### config.mk
export PLATFORM = sky130hd
export DESIGN_NAME = sks_ctrl
export DESIGN_NICKNAME = d
export VERILOG_FILES = /design/src/sorted_key_set_unit_assert.svh /design/src/sks_pkg.sv /design/src/sks_ctrl.sv
export SDC_FILE = /design/constraint.sdc
export NUM_CORES = 1
export LEC_CHECK = 0
export ABC_AREA = 1
export ABC_CLOCK_PERIOD_IN_PS = 1900
export BUFFER_PORTS_ARGS = -buffer_cell sky130_fd_sc_hd__buf_2
export CORE_AREA = 3 3 40 42
export CTS_BUF_LIST = sky130_fd_sc_hd__clkbuf_8
export CTS_CLUSTER_SIZE = 12
export DETAILED_ROUTE_END_ITERATION = 12
export DIE_AREA = 0 0 43 45
export PLACE_DENSITY_LB_ADDON = 0.1
export SETUP_SLACK_MARGIN = 0.05
export SKIP_CTS_REPAIR_TIMING = 1
export SYNTH_ARGS = -nofsm -noshare
export SYNTH_HDL_FRONTEND = slang
export SYNTH_SLANG_ARGS = --single-unit
### constraint.sdc
create_clock -name clk -period 1.9 [get_ports clk]
set_input_delay 0.38 -clock clk [delete_from_list [all_inputs] [get_ports clk]]
set_output_delay 0.38 -clock clk [all_outputs]
set_load 0.01 [all_outputs]
### src/sorted_key_set_unit_assert.svh
// assertion helpers for the sorted key set unit
// both expect clk and arst_n in scope where they are used
`ifndef SORTED_KEY_SET_UNIT_ASSERT_SVH
`define SORTED_KEY_SET_UNIT_ASSERT_SVH

// condition and consequence in the same cycle
`define SKS_ASSERT_SAME(name, ante, cons, msg) \
	name: assert property (@(posedge clk) disable iff (!arst_n) (ante) |-> (cons)) \
		else $error(msg);

// consequence in the cycle after the condition
`define SKS_ASSERT_NEXT(name, ante, cons, msg) \
	name: assert property (@(posedge clk) disable iff (!arst_n) (ante) |=> (cons)) \
		else $error(msg);

`endif

### src/sks_pkg.sv
package sks_pkg;

	// fixed field widths of the request and response beats
	localparam int KEY_W = 32;
	localparam int OP_W  = 2;
	localparam int ST_W  = 2;

	// operation codes, any other code acts as a search
	localparam logic [OP_W-1:0] OP_INSERT = 2'd0;
	localparam logic [OP_W-1:0] OP_DELETE = 2'd1;
	localparam logic [OP_W-1:0] OP_SEARCH = 2'd2;

	// response status codes
	localparam logic [ST_W-1:0] ST_APPLIED   = 2'd0;
	localparam logic [ST_W-1:0] ST_NO_CHANGE = 2'd1;
	localparam logic [ST_W-1:0] ST_FULL      = 2'd2;

	// controller states
	typedef enum logic [3:0] {
		S_IDLE,
		S_WALK,
		S_DECIDE,
		S_INS_NEW,
		S_INS_LINK,
		S_UNLINK,
		S_RELINK,
		S_FIX,
		S_READ_LAST,
		S_COPY,
		S_DONE
	} sks_state_t;

	// datapath commands
	typedef enum logic [3:0] {
		CMD_NOP,
		CMD_LOAD,
		CMD_STEP,
		CMD_INS_NEW,
		CMD_INS_LINK,
		CMD_UNLINK,
		CMD_HEAD_CUR,
		CMD_FIX_START,
		CMD_FIX_STEP,
		CMD_READ_LAST,
		CMD_COPY,
		CMD_FINISH
	} sks_cmd_t;

	// datapath status seen by the controller
	typedef struct packed {
		logic count_zero;
		logic full;
		logic is_insert;
		logic is_delete;
		logic found;
		logic has_prev;
		logic walk_more;
		logic cur_is_last;
		logic head_is_last;
		logic fix_hit;
		logic out_free;
	} sks_sts_t;

endpackage

### src/sks_ctrl.sv
module sks_ctrl import sks_pkg::*; (
	input  logic     clk,
	input  logic     arst_n,
	input  logic     in_valid,
	output logic     in_ready,
	input  sks_sts_t sts,
	output sks_cmd_t cmd
);

	sks_state_t state_q;
	sks_state_t state_next;

	// state register
	always_ff @(posedge clk or negedge arst_n) begin
		if (!arst_n) begin
			state_q <= S_IDLE;
		end else begin
			state_q <= state_next;
		end
	end

	// next state and datapath commands
	always_comb begin
		state_next = state_q;
		cmd        = CMD_NOP;
		in_ready   = 1'b0;
		case (state_q)
			S_IDLE: begin
				in_ready = 1'b1;
				if (in_valid) begin
					cmd        = CMD_LOAD;
					state_next = sts.count_zero ? S_DECIDE : S_WALK;
				end
			end
			S_WALK: begin
				cmd = CMD_STEP;
				if (!sts.walk_more) begin
					state_next = S_DECIDE;
				end
			end
			S_DECIDE: begin
				if (sts.is_insert) begin
					state_next = (sts.found || sts.full) ? S_DONE : S_INS_NEW;
				end else if (sts.is_delete) begin
					state_next = sts.found ? S_UNLINK : S_DONE;
				end else begin
					state_next = S_DONE;
				end
			end
			S_INS_NEW: begin
				cmd        = CMD_INS_NEW;
				state_next = sts.has_prev ? S_INS_LINK : S_DONE;
			end
			S_INS_LINK: begin
				cmd        = CMD_INS_LINK;
				state_next = S_DONE;
			end
			S_UNLINK: begin
				cmd        = CMD_UNLINK;
				state_next = S_RELINK;
			end
			S_RELINK: begin
				// top slot moves into the freed one unless it was freed itself
				if (sts.cur_is_last) begin
					state_next = S_DONE;
				end else if (sts.head_is_last) begin
					cmd        = CMD_HEAD_CUR;
					state_next = S_READ_LAST;
				end else begin
					cmd        = CMD_FIX_START;
					state_next = S_FIX;
				end
			end
			S_FIX: begin
				cmd = CMD_FIX_STEP;
				if (sts.fix_hit) begin
					state_next = S_READ_LAST;
				end
			end
			S_READ_LAST: begin
				cmd        = CMD_READ_LAST;
				state_next = S_COPY;
			end
			S_COPY: begin
				cmd        = CMD_COPY;
				state_next = S_DONE;
			end
			S_DONE: begin
				if (sts.out_free) begin
					cmd        = CMD_FINISH;
					state_next = S_IDLE;
				end
			end
			default: begin
				state_next = S_IDLE;
			end
		endcase
	end

endmodule

Yosys cells after proc, flatten, opt, wreduce, memory -nomap -nowiden:

Cells that the tools add are included.

* register bits after elaboration: 4
* bits in read-only memories: 0
* output and inout bits: 5
* memories: 0
* word-level logic and storage cells: 38
* bits in latches: 0
* memory bits (writable): 0

* equality and inequality tests: 14
* add/subtract/negate cells: 0
* $lt $le $gt $ge: 0
* shift operators: 0
* bitwise logic cells: 0
* reduce and logical (&&, ||, !) cells: 4
* multipliers: 0
* muxes and demuxes: 19
* divide/modulo/power cells: 0

Operators with widths (number)
* $pmux W4 S10: 2
* $mux W4: 12
* $eq A4 B3 Y1 const B: 4
* $eq A4 B4 Y1 const B: 3
* $eq A4 B2 Y1 const B: 2
* $ne A2 B2 Y1 const B: 4
* $eq A4 B1 Y1 const B: 1
* $logic_not A4 Y1: 1
* $reduce_and A4 Y1: 1
* $mux W1: 3
* $mux W3: 1
* $mux W2: 1
* $reduce_or A2 Y1: 1
* $logic_or A1 B1 Y1: 1

Logic depth before layout (Yosys ltp):

* word-level depth: 4
* depth in mapped cells: 8
* depth with buffers taken out: 8

Worst setup path before layout:

Ideal clock, no wire load.

* path kind: reg2out
* start point: reg state_q[3]
* end point: out cmd[0]
* required time: 1520 ps
* arrival time: 1019 ps
* slack: 501 ps
* cell stages (with the launch flop): 8
* path through: dfrtp_1 -> inv_2 -> nand2_1 -> nor2_1 -> nand2_1 -> nand2_1 -> nor2_1 -> nand4_1

* word-level cells in the longest chain between the ends: 2
* elaborated cells between the ends (all ways): 11

Ends and longest elaborated chain
* start, declared: line sks_ctrl.sv:10 `sks_state_t state_q;`
* start signal, assigned: line sks_ctrl.sv:18 `state_q <= state_next;`
* $eq A4 B4 Y1, or another cell as far along: line sks_ctrl.sv:27 `case (state_q)`
* $pmux W4 S10 *: line sks_ctrl.sv:27
* end, declared: line sks_ctrl.sv:7 `output sks_cmd_t cmd`

Every way passes the cells marked *; elsewhere a longest branch is shown, timed or not.

Worst setup path in the final report:

Same ends and word-level chain as after synthesis.

==> results.cfg <==
[status]
status = complete, no violations

[global_routing]
globalRouteTotalUtil_pct = 16.46
grt_pass1_wl_um = 2290
antenna_found_initial = 0
grt-ovfl-total = 0
grt_pass1_vias = 574
grt_max_degree = 8

[detailed_routing]
drc_errors = 0
vias = 665
dr.pass1.iters = 4
antenna_left = 0
drt_wl_total_um = 1400
wl_per_cell_um = 10.85
vias_per_cell = 5.155
initialDrtViolationCount = 17

[pwr]
p_leak_nw = 0.4088
power.density_mw_per_mm2 = 1527
ir_worst_vdd_uv = 692.7
total_power_mw = 1.083

[worst_setup_path]
worstSetupEndpointType = output port
r2r_start = state_q[3]
arrival_ns = 1.39
critPathLaunchType = flip-flop
crit_slowest_cell = dfrtp_2
crit_required_ns = 1.52
cp_max_fo = 4
path_cells = inv_4 > nand2_1 > nor2_1 > nand2_1 > nand2_1 > nor2_1 > nand4_1 > buf_2
crit_path_max_incr_delay_ns = 0.44
crit_path_start = state_q[3]
crit_type = reg2out
crit_top_cell = nand2_1

[cells_and_area]
regMostFlops = state_q
nets = 130
final_util_pct = 55.21
layout_commonest_cell = nand2_1
final_cell_mix = nand2_1, buf_2, nand3_1
largest_reg_flops = 4
drive_gt1_share_pct = 40.35
top_regs = state_q x4
antenna_cells = 0
fin_cells = 129
fillCellCount = 141
syn_to_final_growth_pct = 32.48

[hold_path]
min_from = sts[5]
hold_path_class = in2reg

[clock_network]
cts_inserted_buffers = 3
cts_tree = done
ctsLongestPathBuffers = 2
numClockSinks = 4
clkTransAtPathRegs_ns = 0.03
insertion_delay_ns = 0.22
cts-root-buf = clkbuf_8
htree_levels = 1

[timing]
setup_violations = 0
tightest_slew_ns = 0.2620
clock_skew_ns = 0.002110
final_hold_viol_count = 0
relSlewSlack_pct = 82.40
rsz0062_at_grt = false
period_needed_ns = 1.773
drv_slew = 0
finalCritPeriodShare_pct = 93.32
fmax_mhz = 564.0
setup_slack_ns = 0.1269
setup_tns_ns = 0

[floorplanning]
num_rows = 13
die_y_um = 45
io_pins = 19
start_util_pct = 41.67
core_area_sq_mm = 0.001285
die-area_sq_mm = 0.001935
dieWidth_um = 43

[flow_run]
max_cap_viol_count = 0

[placed_design]
pre_cts_slack_ns = 0.2825
dp_cells = 124
gp_congestion = 0.8569
hpwl_um = 1138
numPortBuffers = 18

[logic_synthesis]
ys_seq_area_share_pct = 18.69
syn_nets = 105
syn_area_per_cell_sq_um = 5.885
synthCells = 91
syn_area_sq_um = 535.5
synth_seq_cells = 4
synth_cell_types = 20
yosysWarnings = 0
cell families after synthesis:
family                 after synthesis  synth area share (%)
AND/OR/NAND/NOR                     67                 64.02
buffers and inverters               14                 9.813
AO/OA/AOI/OAI                        6                 7.475
flip-flops                           4                 18.69
final timing paths:
path | endpoint | slack (ns) | depth (start not counted)
worst max register to register | state_q[3] | 0.64 | 8
worst min register to register | state_q[1] | 0.60 | 2
min in group asynchronous | state_q[1] | 0.49 | 2
worst max-delay path | cmd[0] | 0.13 | 8
worst min-delay path | state_q[2] | 0.43 | 3
max in group asynchronous | state_q[3] | 1.28 | 2
metal layers:
metal,up-vias,wire (um),GRT usage [%]
met3,6,111,2.390
met1,296,597,19.71
li1,334,-,-
met5,-,0,0
met2,29,626,26.65
met4,0,65,12.65
worst max-delay path, delay by kind of cell (launching register included):
family / cells / cell delay, ns
DFF: 1 / 0.44
and+or+nand+nor: 6 / 0.51
buffers and inverters: 2 / 0.22
synth_stat cells:
| library cell | instances | area (sq um) |
|---|---|---|
| a21oi_1 | 1 | 5.000 |
| dfrtp_1 | 4 | 100.1 |
| inv_1 | 9 | 33.78 |
| inv_2 | 5 | 18.77 |
| nand2_1 | 29 | 108.9 |
| nand2_2 | 5 | 31.28 |
| nand2_4 | 1 | 11.26 |
| nand3_1 | 10 | 50.05 |
| nand3b_1 | 2 | 15.01 |
| nand3b_2 | 1 | 11.26 |
| nand4_1 | 1 | 6.260 |
| nor2_1 | 9 | 33.78 |
| nor2_2 | 4 | 25.02 |
| nor2_4 | 4 | 45.04 |
| nor3_1 | 1 | 5.000 |
| o2111ai_1 | 1 | 8.760 |
| o211ai_1 | 1 | 7.510 |
| o21ai_0 | 1 | 5.000 |
| o21ai_1 | 1 | 5.000 |
| o21ai_2 | 1 | 8.760 |
through the flow:
stage | instance area (sq um) | hold slack (ns)
final | 709.4 | 0.4322
after CTS | 685.7 | -0.04169
after floorplan | 535.5 | 0.08441
after detailed placement | 644.4 | 0.1856
after global placement | 644.4 | 0.1874
after global routing | 709.4 | 0.4571
report_power, final:
group	switching, mW	internal [mW]	total, mW
combinational	0.439	0.265	0.704
sequential	0.0728	0.130	0.203
clock	0.0414	0.135	0.176
total	0.553	0.530	1.08
cell type report:
cell class	instances	area, sq um	share of cell area (%)
Tap cell	15	18.77	2.646
Clock buffer	3	41.29	5.820
Timing Repair Buffer	20	107.6	15.17
Inverter	14	55.05	7.760
Sequential cell	4	103.9	14.64
Multi-Input combinational cell	73	382.9	53.97
(Power assumes the default switching activity.)
