$ cat config.mk
export PLATFORM = sky130hd
export DESIGN_NAME = sks_dpath
export DESIGN_NICKNAME = d
export VERILOG_FILES = /design/src/sorted_key_set_unit_assert.svh /design/src/sks_pkg.sv /design/src/sks_dpath.sv
export SDC_FILE = /design/constraint.sdc
export NUM_CORES = 1
export LEC_CHECK = 0
export ABC_AREA = 0
export BUFFER_PORTS_ARGS = -buffer_cell sky130_fd_sc_hd__buf_2
export CAP_MARGIN = 10
export CELL_PAD_IN_SITES_DETAIL_PLACEMENT = 0
export CELL_PAD_IN_SITES_GLOBAL_PLACEMENT = 1
export CORE_ASPECT_RATIO = 1.1
export CORE_UTILIZATION = 25
export CTS_BUF_LIST = sky130_fd_sc_hd__clkbuf_16
export DETAILED_ROUTE_END_ITERATION = 12
export GPL_TIMING_DRIVEN = 0
export PLACE_DENSITY_LB_ADDON = 0.05
export RECOVER_POWER = 25
export SLEW_MARGIN = 30
export SYNTH_ARGS = -nofsm -noshare
export SYNTH_HDL_FRONTEND = slang
export SYNTH_SLANG_ARGS = --single-unit
$ cat constraint.sdc
create_clock -name clk -period 4.8 [get_ports clk]
set_clock_uncertainty 0.15 [all_clocks]
set_input_delay 0.48 -clock clk [delete_from_list [all_inputs] [get_ports clk]]
set_output_delay 0.48 -clock clk [all_outputs]
set_load 0.02 [all_outputs]
$ cat src/sorted_key_set_unit_assert.svh
// assertion helpers for the sorted key set unit
// both expect clk and arst_n in scope where they are used
`ifndef SORTED_KEY_SET_UNIT_ASSERT_SVH
`define SORTED_KEY_SET_UNIT_ASSERT_SVH

// condition and consequence in the same cycle
`define SKS_ASSERT_SAME(name, ante, cons, msg) \
	name: assert property (@(posedge clk) disable iff (!arst_n) (ante) |-> (cons)) \
		else $error(msg);

// consequence in the cycle after the condition
`define SKS_ASSERT_NEXT(name, ante, cons, msg) \
	name: assert property (@(posedge clk) disable iff (!arst_n) (ante) |=> (cons)) \
		else $error(msg);

`endif

$ cat src/sks_pkg.sv
package sks_pkg;

	// fixed field widths of the request and response beats
	localparam int KEY_W = 32;
	localparam int OP_W  = 2;
	localparam int ST_W  = 2;

	// operation codes, any other code acts as a search
	localparam logic [OP_W-1:0] OP_INSERT = 2'd0;
	localparam logic [OP_W-1:0] OP_DELETE = 2'd1;
	localparam logic [OP_W-1:0] OP_SEARCH = 2'd2;

	// response status codes
	localparam logic [ST_W-1:0] ST_APPLIED   = 2'd0;
	localparam logic [ST_W-1:0] ST_NO_CHANGE = 2'd1;
	localparam logic [ST_W-1:0] ST_FULL      = 2'd2;

	// controller states
	typedef enum logic [3:0] {
		S_IDLE,
		S_WALK,
		S_DECIDE,
		S_INS_NEW,
		S_INS_LINK,
		S_UNLINK,
		S_RELINK,
		S_FIX,
		S_READ_LAST,
		S_COPY,
		S_DONE
	} sks_state_t;

	// datapath commands
	typedef enum logic [3:0] {
		CMD_NOP,
		CMD_LOAD,
		CMD_STEP,
		CMD_INS_NEW,
		CMD_INS_LINK,
		CMD_UNLINK,
		CMD_HEAD_CUR,
		CMD_FIX_START,
		CMD_FIX_STEP,
		CMD_READ_LAST,
		CMD_COPY,
		CMD_FINISH
	} sks_cmd_t;

	// datapath status seen by the controller
	typedef struct packed {
		logic count_zero;
		logic full;
		logic is_insert;
		logic is_delete;
		logic found;
		logic has_prev;
		logic walk_more;
		logic cur_is_last;
		logic head_is_last;
		logic fix_hit;
		logic out_free;
	} sks_sts_t;

endpackage

$ cat src/sks_dpath.sv
module sks_dpath import sks_pkg::*; #(
	parameter int CAPACITY = 16,
	parameter int KEY_BITS = 32,
	parameter int IDX_W    = 4,
	parameter int CNT_W    = 5
) (
	input  logic                    clk,
	input  logic                    arst_n,
	input  sks_cmd_t                cmd,
	output sks_sts_t                sts,
	input  logic [OP_W-1:0]         operation,
	input  logic signed [KEY_W-1:0] key,
	input  logic                    rsp_ready,
	output logic                    rsp_valid,
	output logic                    found,
	output logic [ST_W-1:0]         status,
	output logic [CNT_W-1:0]        entry_count
);

	localparam int TAKE_W = (KEY_BITS < KEY_W) ? KEY_BITS : KEY_W;

	// key and link memories
	logic signed [KEY_BITS-1:0] key_mem [CAPACITY];
	logic [IDX_W-1:0]           link_mem [CAPACITY];
	logic signed [KEY_BITS-1:0] key_rd_q;
	logic [IDX_W-1:0]           link_rd_q;

	// control state
	logic [IDX_W-1:0] head_q;
	logic [CNT_W-1:0] count_q;
	logic             out_valid_q;

	// per request working registers
	logic [OP_W-1:0]            op_q;
	logic signed [KEY_BITS-1:0] key_q;
	logic [IDX_W-1:0]           cur_q;
	logic [IDX_W-1:0]           prev_q;
	logic                       has_prev_q;
	logic [CNT_W-1:0]           idx_q;
	logic                       found_q;
	logic [IDX_W-1:0]           nxt_q;
	logic [IDX_W-1:0]           p_q;

	// response payload
	logic             found_out_q;
	logic [ST_W-1:0]  status_q;
	logic [CNT_W-1:0] count_out_q;

	logic [TAKE_W-1:0]          key_low;
	logic signed [KEY_BITS-1:0] key_ext;
	logic [IDX_W-1:0]           new_slot;
	logic [IDX_W-1:0]           last_slot;
	logic                       less;
	logic [IDX_W-1:0]           rd_addr;
	logic                       key_we;
	logic [IDX_W-1:0]           key_wa;
	logic signed [KEY_BITS-1:0] key_wd;
	logic                       link_we;
	logic [IDX_W-1:0]           link_wa;
	logic [IDX_W-1:0]           link_wd;
	logic [ST_W-1:0]            fin_status;
	logic [CNT_W-1:0]           fin_count;

	// request key: low bits, sign extended to the stored width
	assign key_low = key[TAKE_W-1:0];
	assign key_ext = KEY_BITS'($signed(key_low));

	assign new_slot  = count_q[IDX_W-1:0];
	assign last_slot = IDX_W'(count_q - CNT_W'(1));
	assign less      = key_rd_q < key_q;

	// status toward the controller
	assign sts.count_zero   = (count_q == '0);
	assign sts.full         = (count_q >= CNT_W'(CAPACITY));
	assign sts.is_insert    = (op_q == OP_INSERT);
	assign sts.is_delete    = (op_q == OP_DELETE);
	assign sts.found        = found_q;
	assign sts.has_prev     = has_prev_q;
	assign sts.walk_more    = less && ((idx_q + CNT_W'(1)) < count_q);
	assign sts.cur_is_last  = (cur_q == last_slot);
	assign sts.head_is_last = (head_q == last_slot);
	assign sts.fix_hit      = (link_rd_q == last_slot);
	assign sts.out_free     = !out_valid_q || rsp_ready;

	// read address
	always_comb begin
		case (cmd)
			CMD_LOAD:      rd_addr = head_q;
			CMD_FIX_START: rd_addr = head_q;
			CMD_STEP:      rd_addr = link_rd_q;
			CMD_FIX_STEP:  rd_addr = link_rd_q;
			CMD_READ_LAST: rd_addr = last_slot;
			default:       rd_addr = cur_q;
		endcase
	end

	// memory writes
	always_comb begin
		key_we  = 1'b0;
		key_wa  = cur_q;
		key_wd  = key_q;
		link_we = 1'b0;
		link_wa = cur_q;
		link_wd = cur_q;
		case (cmd)
			CMD_INS_NEW: begin
				key_we  = 1'b1;
				key_wa  = new_slot;
				link_we = 1'b1;
				link_wa = new_slot;
				link_wd = has_prev_q ? cur_q : head_q;
			end
			CMD_INS_LINK: begin
				link_we = 1'b1;
				link_wa = prev_q;
				link_wd = new_slot;
			end
			CMD_UNLINK: begin
				link_we = has_prev_q;
				link_wa = prev_q;
				link_wd = nxt_q;
			end
			CMD_FIX_STEP: begin
				link_we = sts.fix_hit;
				link_wa = p_q;
				link_wd = cur_q;
			end
			CMD_COPY: begin
				key_we  = 1'b1;
				key_wd  = key_rd_q;
				link_we = 1'b1;
				link_wd = link_rd_q;
			end
			default: begin
			end
		endcase
	end

	// memory ports, read data registered
	always_ff @(posedge clk) begin
		if (key_we) begin
			key_mem[key_wa] <= key_wd;
		end
		if (link_we) begin
			link_mem[link_wa] <= link_wd;
		end
		key_rd_q  <= key_mem[rd_addr];
		link_rd_q <= link_mem[rd_addr];
	end

	// result of the request
	always_comb begin
		fin_count  = count_q;
		fin_status = found_q ? ST_APPLIED : ST_NO_CHANGE;
		if (op_q == OP_INSERT) begin
			if (found_q) begin
				fin_status = ST_NO_CHANGE;
			end else if (sts.full) begin
				fin_status = ST_FULL;
			end else begin
				fin_status = ST_APPLIED;
				fin_count  = count_q + CNT_W'(1);
			end
		end else if (op_q == OP_DELETE) begin
			if (found_q) begin
				fin_count = count_q - CNT_W'(1);
			end
		end
	end

	// head, count and response valid
	always_ff @(posedge clk or negedge arst_n) begin
		if (!arst_n) begin
			head_q      <= '0;
			count_q     <= '0;
			out_valid_q <= 1'b0;
		end else begin
			case (cmd)
				CMD_INS_NEW: begin
					if (!has_prev_q) begin
						head_q <= new_slot;
					end
				end
				CMD_UNLINK: begin
					if (!has_prev_q) begin
						head_q <= nxt_q;
					end
				end
				CMD_HEAD_CUR: begin
					head_q <= cur_q;
				end
				CMD_FINISH: begin
					count_q <= fin_count;
					if (fin_count == '0) begin
						head_q <= '0;
					end
				end
				default: begin
				end
			endcase
			if (cmd == CMD_FINISH) begin
				out_valid_q <= 1'b1;
			end else if (rsp_ready) begin
				out_valid_q <= 1'b0;
			end
		end
	end

	// walk, fix-up and response payload registers
	always_ff @(posedge clk) begin
		case (cmd)
			CMD_LOAD: begin
				op_q       <= operation;
				key_q      <= key_ext;
				cur_q      <= head_q;
				has_prev_q <= 1'b0;
				idx_q      <= '0;
				found_q    <= 1'b0;
			end
			CMD_STEP: begin
				if (less) begin
					prev_q     <= cur_q;
					has_prev_q <= 1'b1;
					cur_q      <= link_rd_q;
					idx_q      <= idx_q + CNT_W'(1);
				end else begin
					found_q <= (key_rd_q == key_q);
					nxt_q   <= link_rd_q;
				end
			end
			CMD_FIX_START: begin
				p_q <= head_q;
			end
			CMD_FIX_STEP: begin
				if (!sts.fix_hit) begin
					p_q <= link_rd_q;
				end
			end
			CMD_FINISH: begin
				found_out_q <= found_q;
				status_q    <= fin_status;
				count_out_q <= fin_count;
			end
			default: begin
			end
		endcase
	end

	assign rsp_valid   = out_valid_q;
	assign found       = found_out_q;
	assign status      = status_q;
	assign entry_count = count_out_q;

endmodule

# Word-level counts from Yosys, hierarchy flattened
# Memory sizes are Yosys's and may differ from the RTL's. A register that Yosys moved wholly into a read port is not among the register bits.
# Index checks and enable logic that the tools add are counted.
# Widths: inputs -> output; s select.
totals:
  wordCells: 104
  mem_bits_ro: 0
  latchBits: 0
  n_memories: 2
  output_inout_bits: 20
  in_bits: 41
  regBits: 75
  ram_bits: 576
op_classes:
  n_addsub: 3
  muxes: 37
  eq_ne: 22
  multipliers: 0
  n_shift: 0
  order_cmp: 3
  n_reduce_logical: 21
  bitwise_logic: 1
  n_div: 0
mem_list:
  columns: ["memory", "words", "width", "rd", "rd_clocked_by_memory_dff", "wr", "line", "rtl"]
  rows:
  - ["key_mem", 16, 32, 1, 1, 1, "sks_dpath.sv:23", "logic signed [KEY_BITS-1:0] key_mem [CAPACITY];"]
  - ["link_mem", 16, 4, 1, 1, 1, "sks_dpath.sv:24", "logic [IDX_W-1:0] link_mem [CAPACITY];"]
op_table:
  columns: ["operator", "count"]
  rows:
  - ["$eq 32x32->1", 1]
  - ["$lt 32x32->1", 1]
  - ["$mux 32", 1]
  - ["$pmux 4 s4", 2]
  - ["$mux 5", 6]
  - ["$mux 4", 7]
  - ["$pmux 4 s3", 2]
  - ["$eq 4x3->1 const B", 4]
  - ["$eq 4x4->1 const B", 4]
  - ["$pmux 4 s2", 2]
  - ["$eq 4x4->1", 3]
  - ["$ne 2x2->1 const B", 6]
  - ["$add 5x1->5 const B", 2]
  - ["$logic_not 5->1", 2]
  - ["$mux 1", 10]
  - ["$pmux 5 s2", 1]
  - ["$reduce_and 2->1", 5]
  - ["$eq 4x2->1 const B", 2]
  - ["$reduce_or 2->1", 4]
  - ["$mux 2", 3]
  - ["$reduce_bool 2->1", 3]
  - ["$ge 5x5->1 const B", 1]
  - ["$lt 5x5->1", 1]
  - ["$sub 5x1->5 const B", 1]
  - ["other kinds (12)", 13]

# Depth between registers and ports, before layout
depth:
  word_depth: 7
  depth_mapped: 14
  mapped_depth_nobuf: 10

# Worst setup path before layout
# No wires, ideal clock.
synth_path:
  kind: "input to register"
  start: "input cmd[0]"
  end: "memory key_mem[3][0] (enable)"
  required_ns: 4.229
  path_buffers: 4
  path_slack_ns: 1.006
  stages: 8
  setup_time_ns: 0.421
  t_arrival_ns: 3.223
  cell_sequence: "clkbuf_4 > buf_4 > buf_2 > nand2b_1 > nor2_1 > clkbuf_1 > a31oi_1 > nor2_1"
synth_between:
  elab_chain_len: 5
  word_cells_on_any_way: 7
  cone_classes: "eq/ne: 2; mux: 4; reduce/logical: 1"
synth_rtl:
  columns: ["item", "line", "rtl"]
  rows:
  - ["start: declaration", "sks_dpath.sv:9", "input sks_cmd_t cmd,"]
  - ["$eq 4x2->1 / $eq 4x4->1 (equally long branches)", "sks_dpath.sv:105", "case (cmd)"]
  - ["$reduce_or 2->1 (no source line)", null, null]
  - ["$mux 1", "sks_dpath.sv:105", null]
  - ["$mux 1", "sks_dpath.sv:141", "if (key_we) begin"]
  - ["$mux 1 (not written as such)", "sks_dpath.sv:142", "key_mem[key_wa] <= key_wd;"]
  - ["end: declaration", "sks_dpath.sv:23", null]
# Several ways; a longest one is shown, not always the timed one.

# Worst setup path in the final report
layout_path:
  start: "input cmd[1]"
  end: "memory key_mem[10][18] (enable)"
# Same word-level chain as after synthesis.

==> metrics.txt <==
# TYPE chip_impl_metric gauge
chip_impl_metric{name="number_of_standard_cells_after_synthesis",unit=""} 1870
chip_impl_metric{name="die_h",unit="microns"} 358
chip_impl_metric{name="post_route_drc",unit=""} 0
chip_impl_metric{name="groute.usage.overall",unit=""} 0.157
chip_impl_metric{name="required",unit="ns"} 4.89
chip_impl_metric{name="finalWeightedCongestion",unit=""} 0.790
chip_impl_metric{name="clkTransAtPathRegs",unit="ns"} 0.06
chip_impl_metric{name="ioPinCount",unit=""} 61
chip_impl_metric{name="syn-num-nets",unit=""} 1952
chip_impl_metric{name="drv_slew",unit=""} 147
chip_impl_metric{name="finalWorstSetupSlack",unit="ns"} 0.333
chip_impl_metric{name="ir_worst_vdd",unit="V"} 0.000274
chip_impl_metric{name="seq_area_frac_synth",unit=""} 0.703
chip_impl_metric{name="synth_async_sr_flop_share",unit=""} 0.0146
chip_impl_metric{name="coreArea",unit="sq um"} 114000
chip_impl_info{name="synth_top_flop_cell",value="edfxtp_1"} 1
chip_impl_metric{name="die-width",unit="microns"} 325
chip_impl_metric{name="comb_power_share",unit=""} 0.133
chip_impl_metric{name="fraction_of_final_layout_cells_with_drive_strength_greater_than_1",unit=""} 0.163
chip_impl_metric{name="global_route.overflow_total",unit=""} 0
chip_impl_metric{name="routed-via-count",unit=""} 16500
chip_impl_metric{name="grt_start_max_net_pins",unit=""} 20
chip_impl_metric{name="nets",unit=""} 2184
chip_impl_metric{name="io_buffer_count",unit=""} 58
chip_impl_metric{name="layout_worst_path_cycle_share",unit=""} 0.931
chip_impl_metric{name="first_global_vias",unit=""} 17300
chip_impl_info{name="synth.largest_area_cell",value="edfxtp_1"} 1
chip_impl_metric{name="antennaDiodeCount",unit=""} 0
chip_impl_metric{name="instances_no_fill",unit=""} 3689
chip_impl_metric{name="layout_overhead_on_the_synthesized_area",unit="%"} 21.6
chip_impl_metric{name="seq_power_share",unit=""} 0.456
chip_impl_metric{name="cts.htree.levels",unit=""} 3
chip_impl_metric{name="synth-edff-count",unit=""} 641
chip_impl_metric{name="critical_path_peak_fanout",unit=""} 12
chip_impl_metric{name="netlist-cell-type-count",unit=""} 59
chip_impl_metric{name="synth.yosys.warnings",unit=""} 0
chip_impl_metric{name="place.detailed.instances",unit=""} 3498
chip_impl_info{name="grt_setup_unrepaired",value="no"} 1
chip_impl_metric{name="post-dp-hpwl",unit="mm"} 64.3
chip_impl_info{name="crit_path_start_kind",value="input port"} 1
chip_impl_info{name="status",value="finished with violations"} 1
chip_impl_metric{name="power_per_cell_area",unit="nW/um^2"} 432
chip_impl_metric{name="placement.setup.worst_slack",unit="ns"} -0.441
chip_impl_info{name="synth_area_leaders",value="edfxtp_1 67%, mux2i_1 10%, mux2_2 2.8%"} 1
chip_impl_info{name="worstHoldPathType",value="in -> async"} 1
chip_impl_info{name="critical_path_class",value="in -> reg"} 1
chip_impl_info{name="tritoncts",value="done"} 1
chip_impl_metric{name="wirelength",unit="mm"} 91.9
chip_impl_info{name="clock-root-buffer",value="clkbuf_16"} 1
chip_impl_metric{name="yosys_register_bits",unit=""} 687
chip_impl_metric{name="via_per_inst",unit=""} 4.47
chip_impl_metric{name="postSynthAreaPerCell",unit="sq um"} 15.4
chip_impl_metric{name="clock_sinks",unit=""} 687
chip_impl_metric{name="slew_headroom",unit=""} -0.318
chip_impl_info{name="critical_path.endpoint_type",value="flip-flop"} 1
chip_impl_info{name="violations",value="max-capacitance violations, max-slew violations"} 1
chip_impl_metric{name="floorplan.initialDensity",unit=""} 0.252
chip_impl_metric{name="placementRows",unit=""} 130
chip_impl_metric{name="cts_made_buffers",unit=""} 83
chip_impl_metric{name="tightestPinTransition",unit="ns"} 1.97
chip_impl_metric{name="finalHoldViolations",unit=""} 0
chip_impl_metric{name="insertion_delay",unit="ns"} 0.65
chip_impl_metric{name="max_clock_freq",unit="GHz"} 0.224
chip_impl_metric{name="wire_length_of_the_first_global_routing_pass",unit="mm"} 129
chip_impl_metric{name="total_of_endpoints_with_negative_setup_slack_in_the_final_report",unit=""} 0
chip_impl_metric{name="period_needed",unit="ns"} 4.47
chip_impl_info{name="final_common_cell",value="edfxtp_1"} 1
chip_impl_metric{name="internal_power",unit="W"} 0.0111
chip_impl_metric{name="maxCapViolations",unit=""} 10
chip_impl_metric{name="yosys_top_cell_area_share",unit=""} 0.669
chip_impl_metric{name="clockPowerShare",unit=""} 0.411
chip_impl_metric{name="drt-wirelength-per-cell",unit="microns"} 24.9
chip_impl_metric{name="postCtsSetupBuffers",unit=""} 0
chip_impl_metric{name="netSwitchingPower",unit="W"} 0.00395
chip_impl_metric{name="ant_nets",unit=""} 0
chip_impl_metric{name="power_switching_share",unit=""} 0.262
chip_impl_metric{name="grt_antenna_before_repair",unit=""} 0
chip_impl_info{name="layout_common_cells",value="641 x edfxtp_1, 290 x mux2i_1, 158 x nand2_1, 89 x clkbuf_16, 81 x inv_1"} 1
chip_impl_metric{name="synthesis.area",unit="sq um"} 28800
chip_impl_metric{name="die-area",unit="sq um"} 116000
chip_impl_metric{name="dr.first_iter.drc_count",unit=""} 791
chip_impl_metric{name="drt-pass1-iter-count",unit=""} 5
chip_impl_metric{name="maximum_buffer_depth_of_the_clock_tree",unit=""} 3
chip_impl_metric{name="critical_path_arrival",unit="ns"} 4.56
chip_impl_metric{name="leakage_power_total",unit="nW"} 12.4
-- final cells by class --
type                            count  area (sq um)
Sequential cell                   687         20200
Clock buffer                       89          2230
Multi-Input combinational cell   1025          7850
Inverter                           57           215
Clock inverter                     65           449
Timing Repair Buffer              148          1510
Fill cell                       11400         79200
Buffer                            100           624
Tap cell                         1518          1900
-- worst paths after layout --
path	start	endpoint	cells past startpoint	slack, ns
min reg2reg	cur_q[0]	prev_q[0]	0	0.30
min in group clk	cur_q[0]	prev_q[0]	0	0.30
max	cmd[1]	key_mem[10][18]	10	0.33
max in group asynchronous	arst_n	count_q[4]	2	3.90
max reg2reg	count_q[0]	key_rd_q[1]	14	0.38
min	arst_n	rsp_valid	2	0.20
-- power groups by stage --
stage                     combinational [W]  clock (W)  sequential, W
after CTS                           0.00209    0.00642        0.00689
after global routing                0.00219    0.00663        0.00691
after detailed placement            0.00205          0        0.00701
after global placement              0.00201          0        0.00703
final                               0.00201    0.00620        0.00689
after floorplan                     0.00126          0        0.00694
-- cell usage after synthesis (all sizes together) (38+ instances only) --
library cell	count
nand3	47
o211ai	74
clkbuf	38
ha	41
buf	63
edfxtp	641
mux2i	290
nand2	158
mux2	79
a22oi	38
inv	57
o21ai	64
nor2	72
-- per-stage QoR --
stage,utilization,cell area (sq um),TNS [ns],total power (W),hold WS (ns)
after floorplan,-,28800,0,0.00820,0.0344
after global placement,0.271,31000,-1143.75,0.00904,0.213
after detailed placement,0.282,32200,-22.18,0.00906,0.219
after CTS,0.308,35200,0,0.0154,0.0404
after global routing,0.306,35000,0,0.0157,0.238
final,0.306,35000,0,0.0151,0.199
-- cell families after synthesis --
logic type               Yosys count  synth area share
flip-flops                       687             0.703
AO/OA/AOI/OAI                    262            0.0618
AND/OR/NAND/NOR                  334            0.0510
XOR/XNOR                          19           0.00630
multiplexers                     369             0.132
buffers and inverters            158            0.0287
adder cells (fa/ha/maj)           41            0.0178
-- what timing repair did --
action | CTS | global route
hold buffers | 36 | 0
setup endpoints to repair | 34 | 0
hold endpoints to repair | 45 | 0
resized for setup | 11 | 0
-- sequential cells by signal (all words and copies together), names as in the netlist --
signal	count
entry_count	5
key_q	32
prev_q	4
cur_q	4
has_prev_q	1
op_q	2
link_mem	64
found	1
p_q	4
found_q	1
key_mem	512
key_rd_q	32
rsp_valid	1
head_q	4
idx_q	5
status	2
nxt_q	4
link_rd_q	4
count_q	5
-- layer usage --
metal,track usage,up-vias,wire (microns)
met5,0,-,0
met2,0.271,272,45000
met3,0.0241,118,2910
met1,0.205,8419,42200
li1,-,7668,-
met4,0.0433,0,1810
-- worst max-delay path: stages --
cell	delay (ns)
clkbuf_1	0.37
clkbuf_1	0.49
clkbuf_1	0.48
nand3_1	0.37
nor2_1	0.18
a32oi_1	0.13
clkbuf_1	0.22
nor2_1	0.12
clkbuf_1	0.80
dlymetal6s2s_1	0.88
Note: power is estimated with default switching activity, not from simulation.
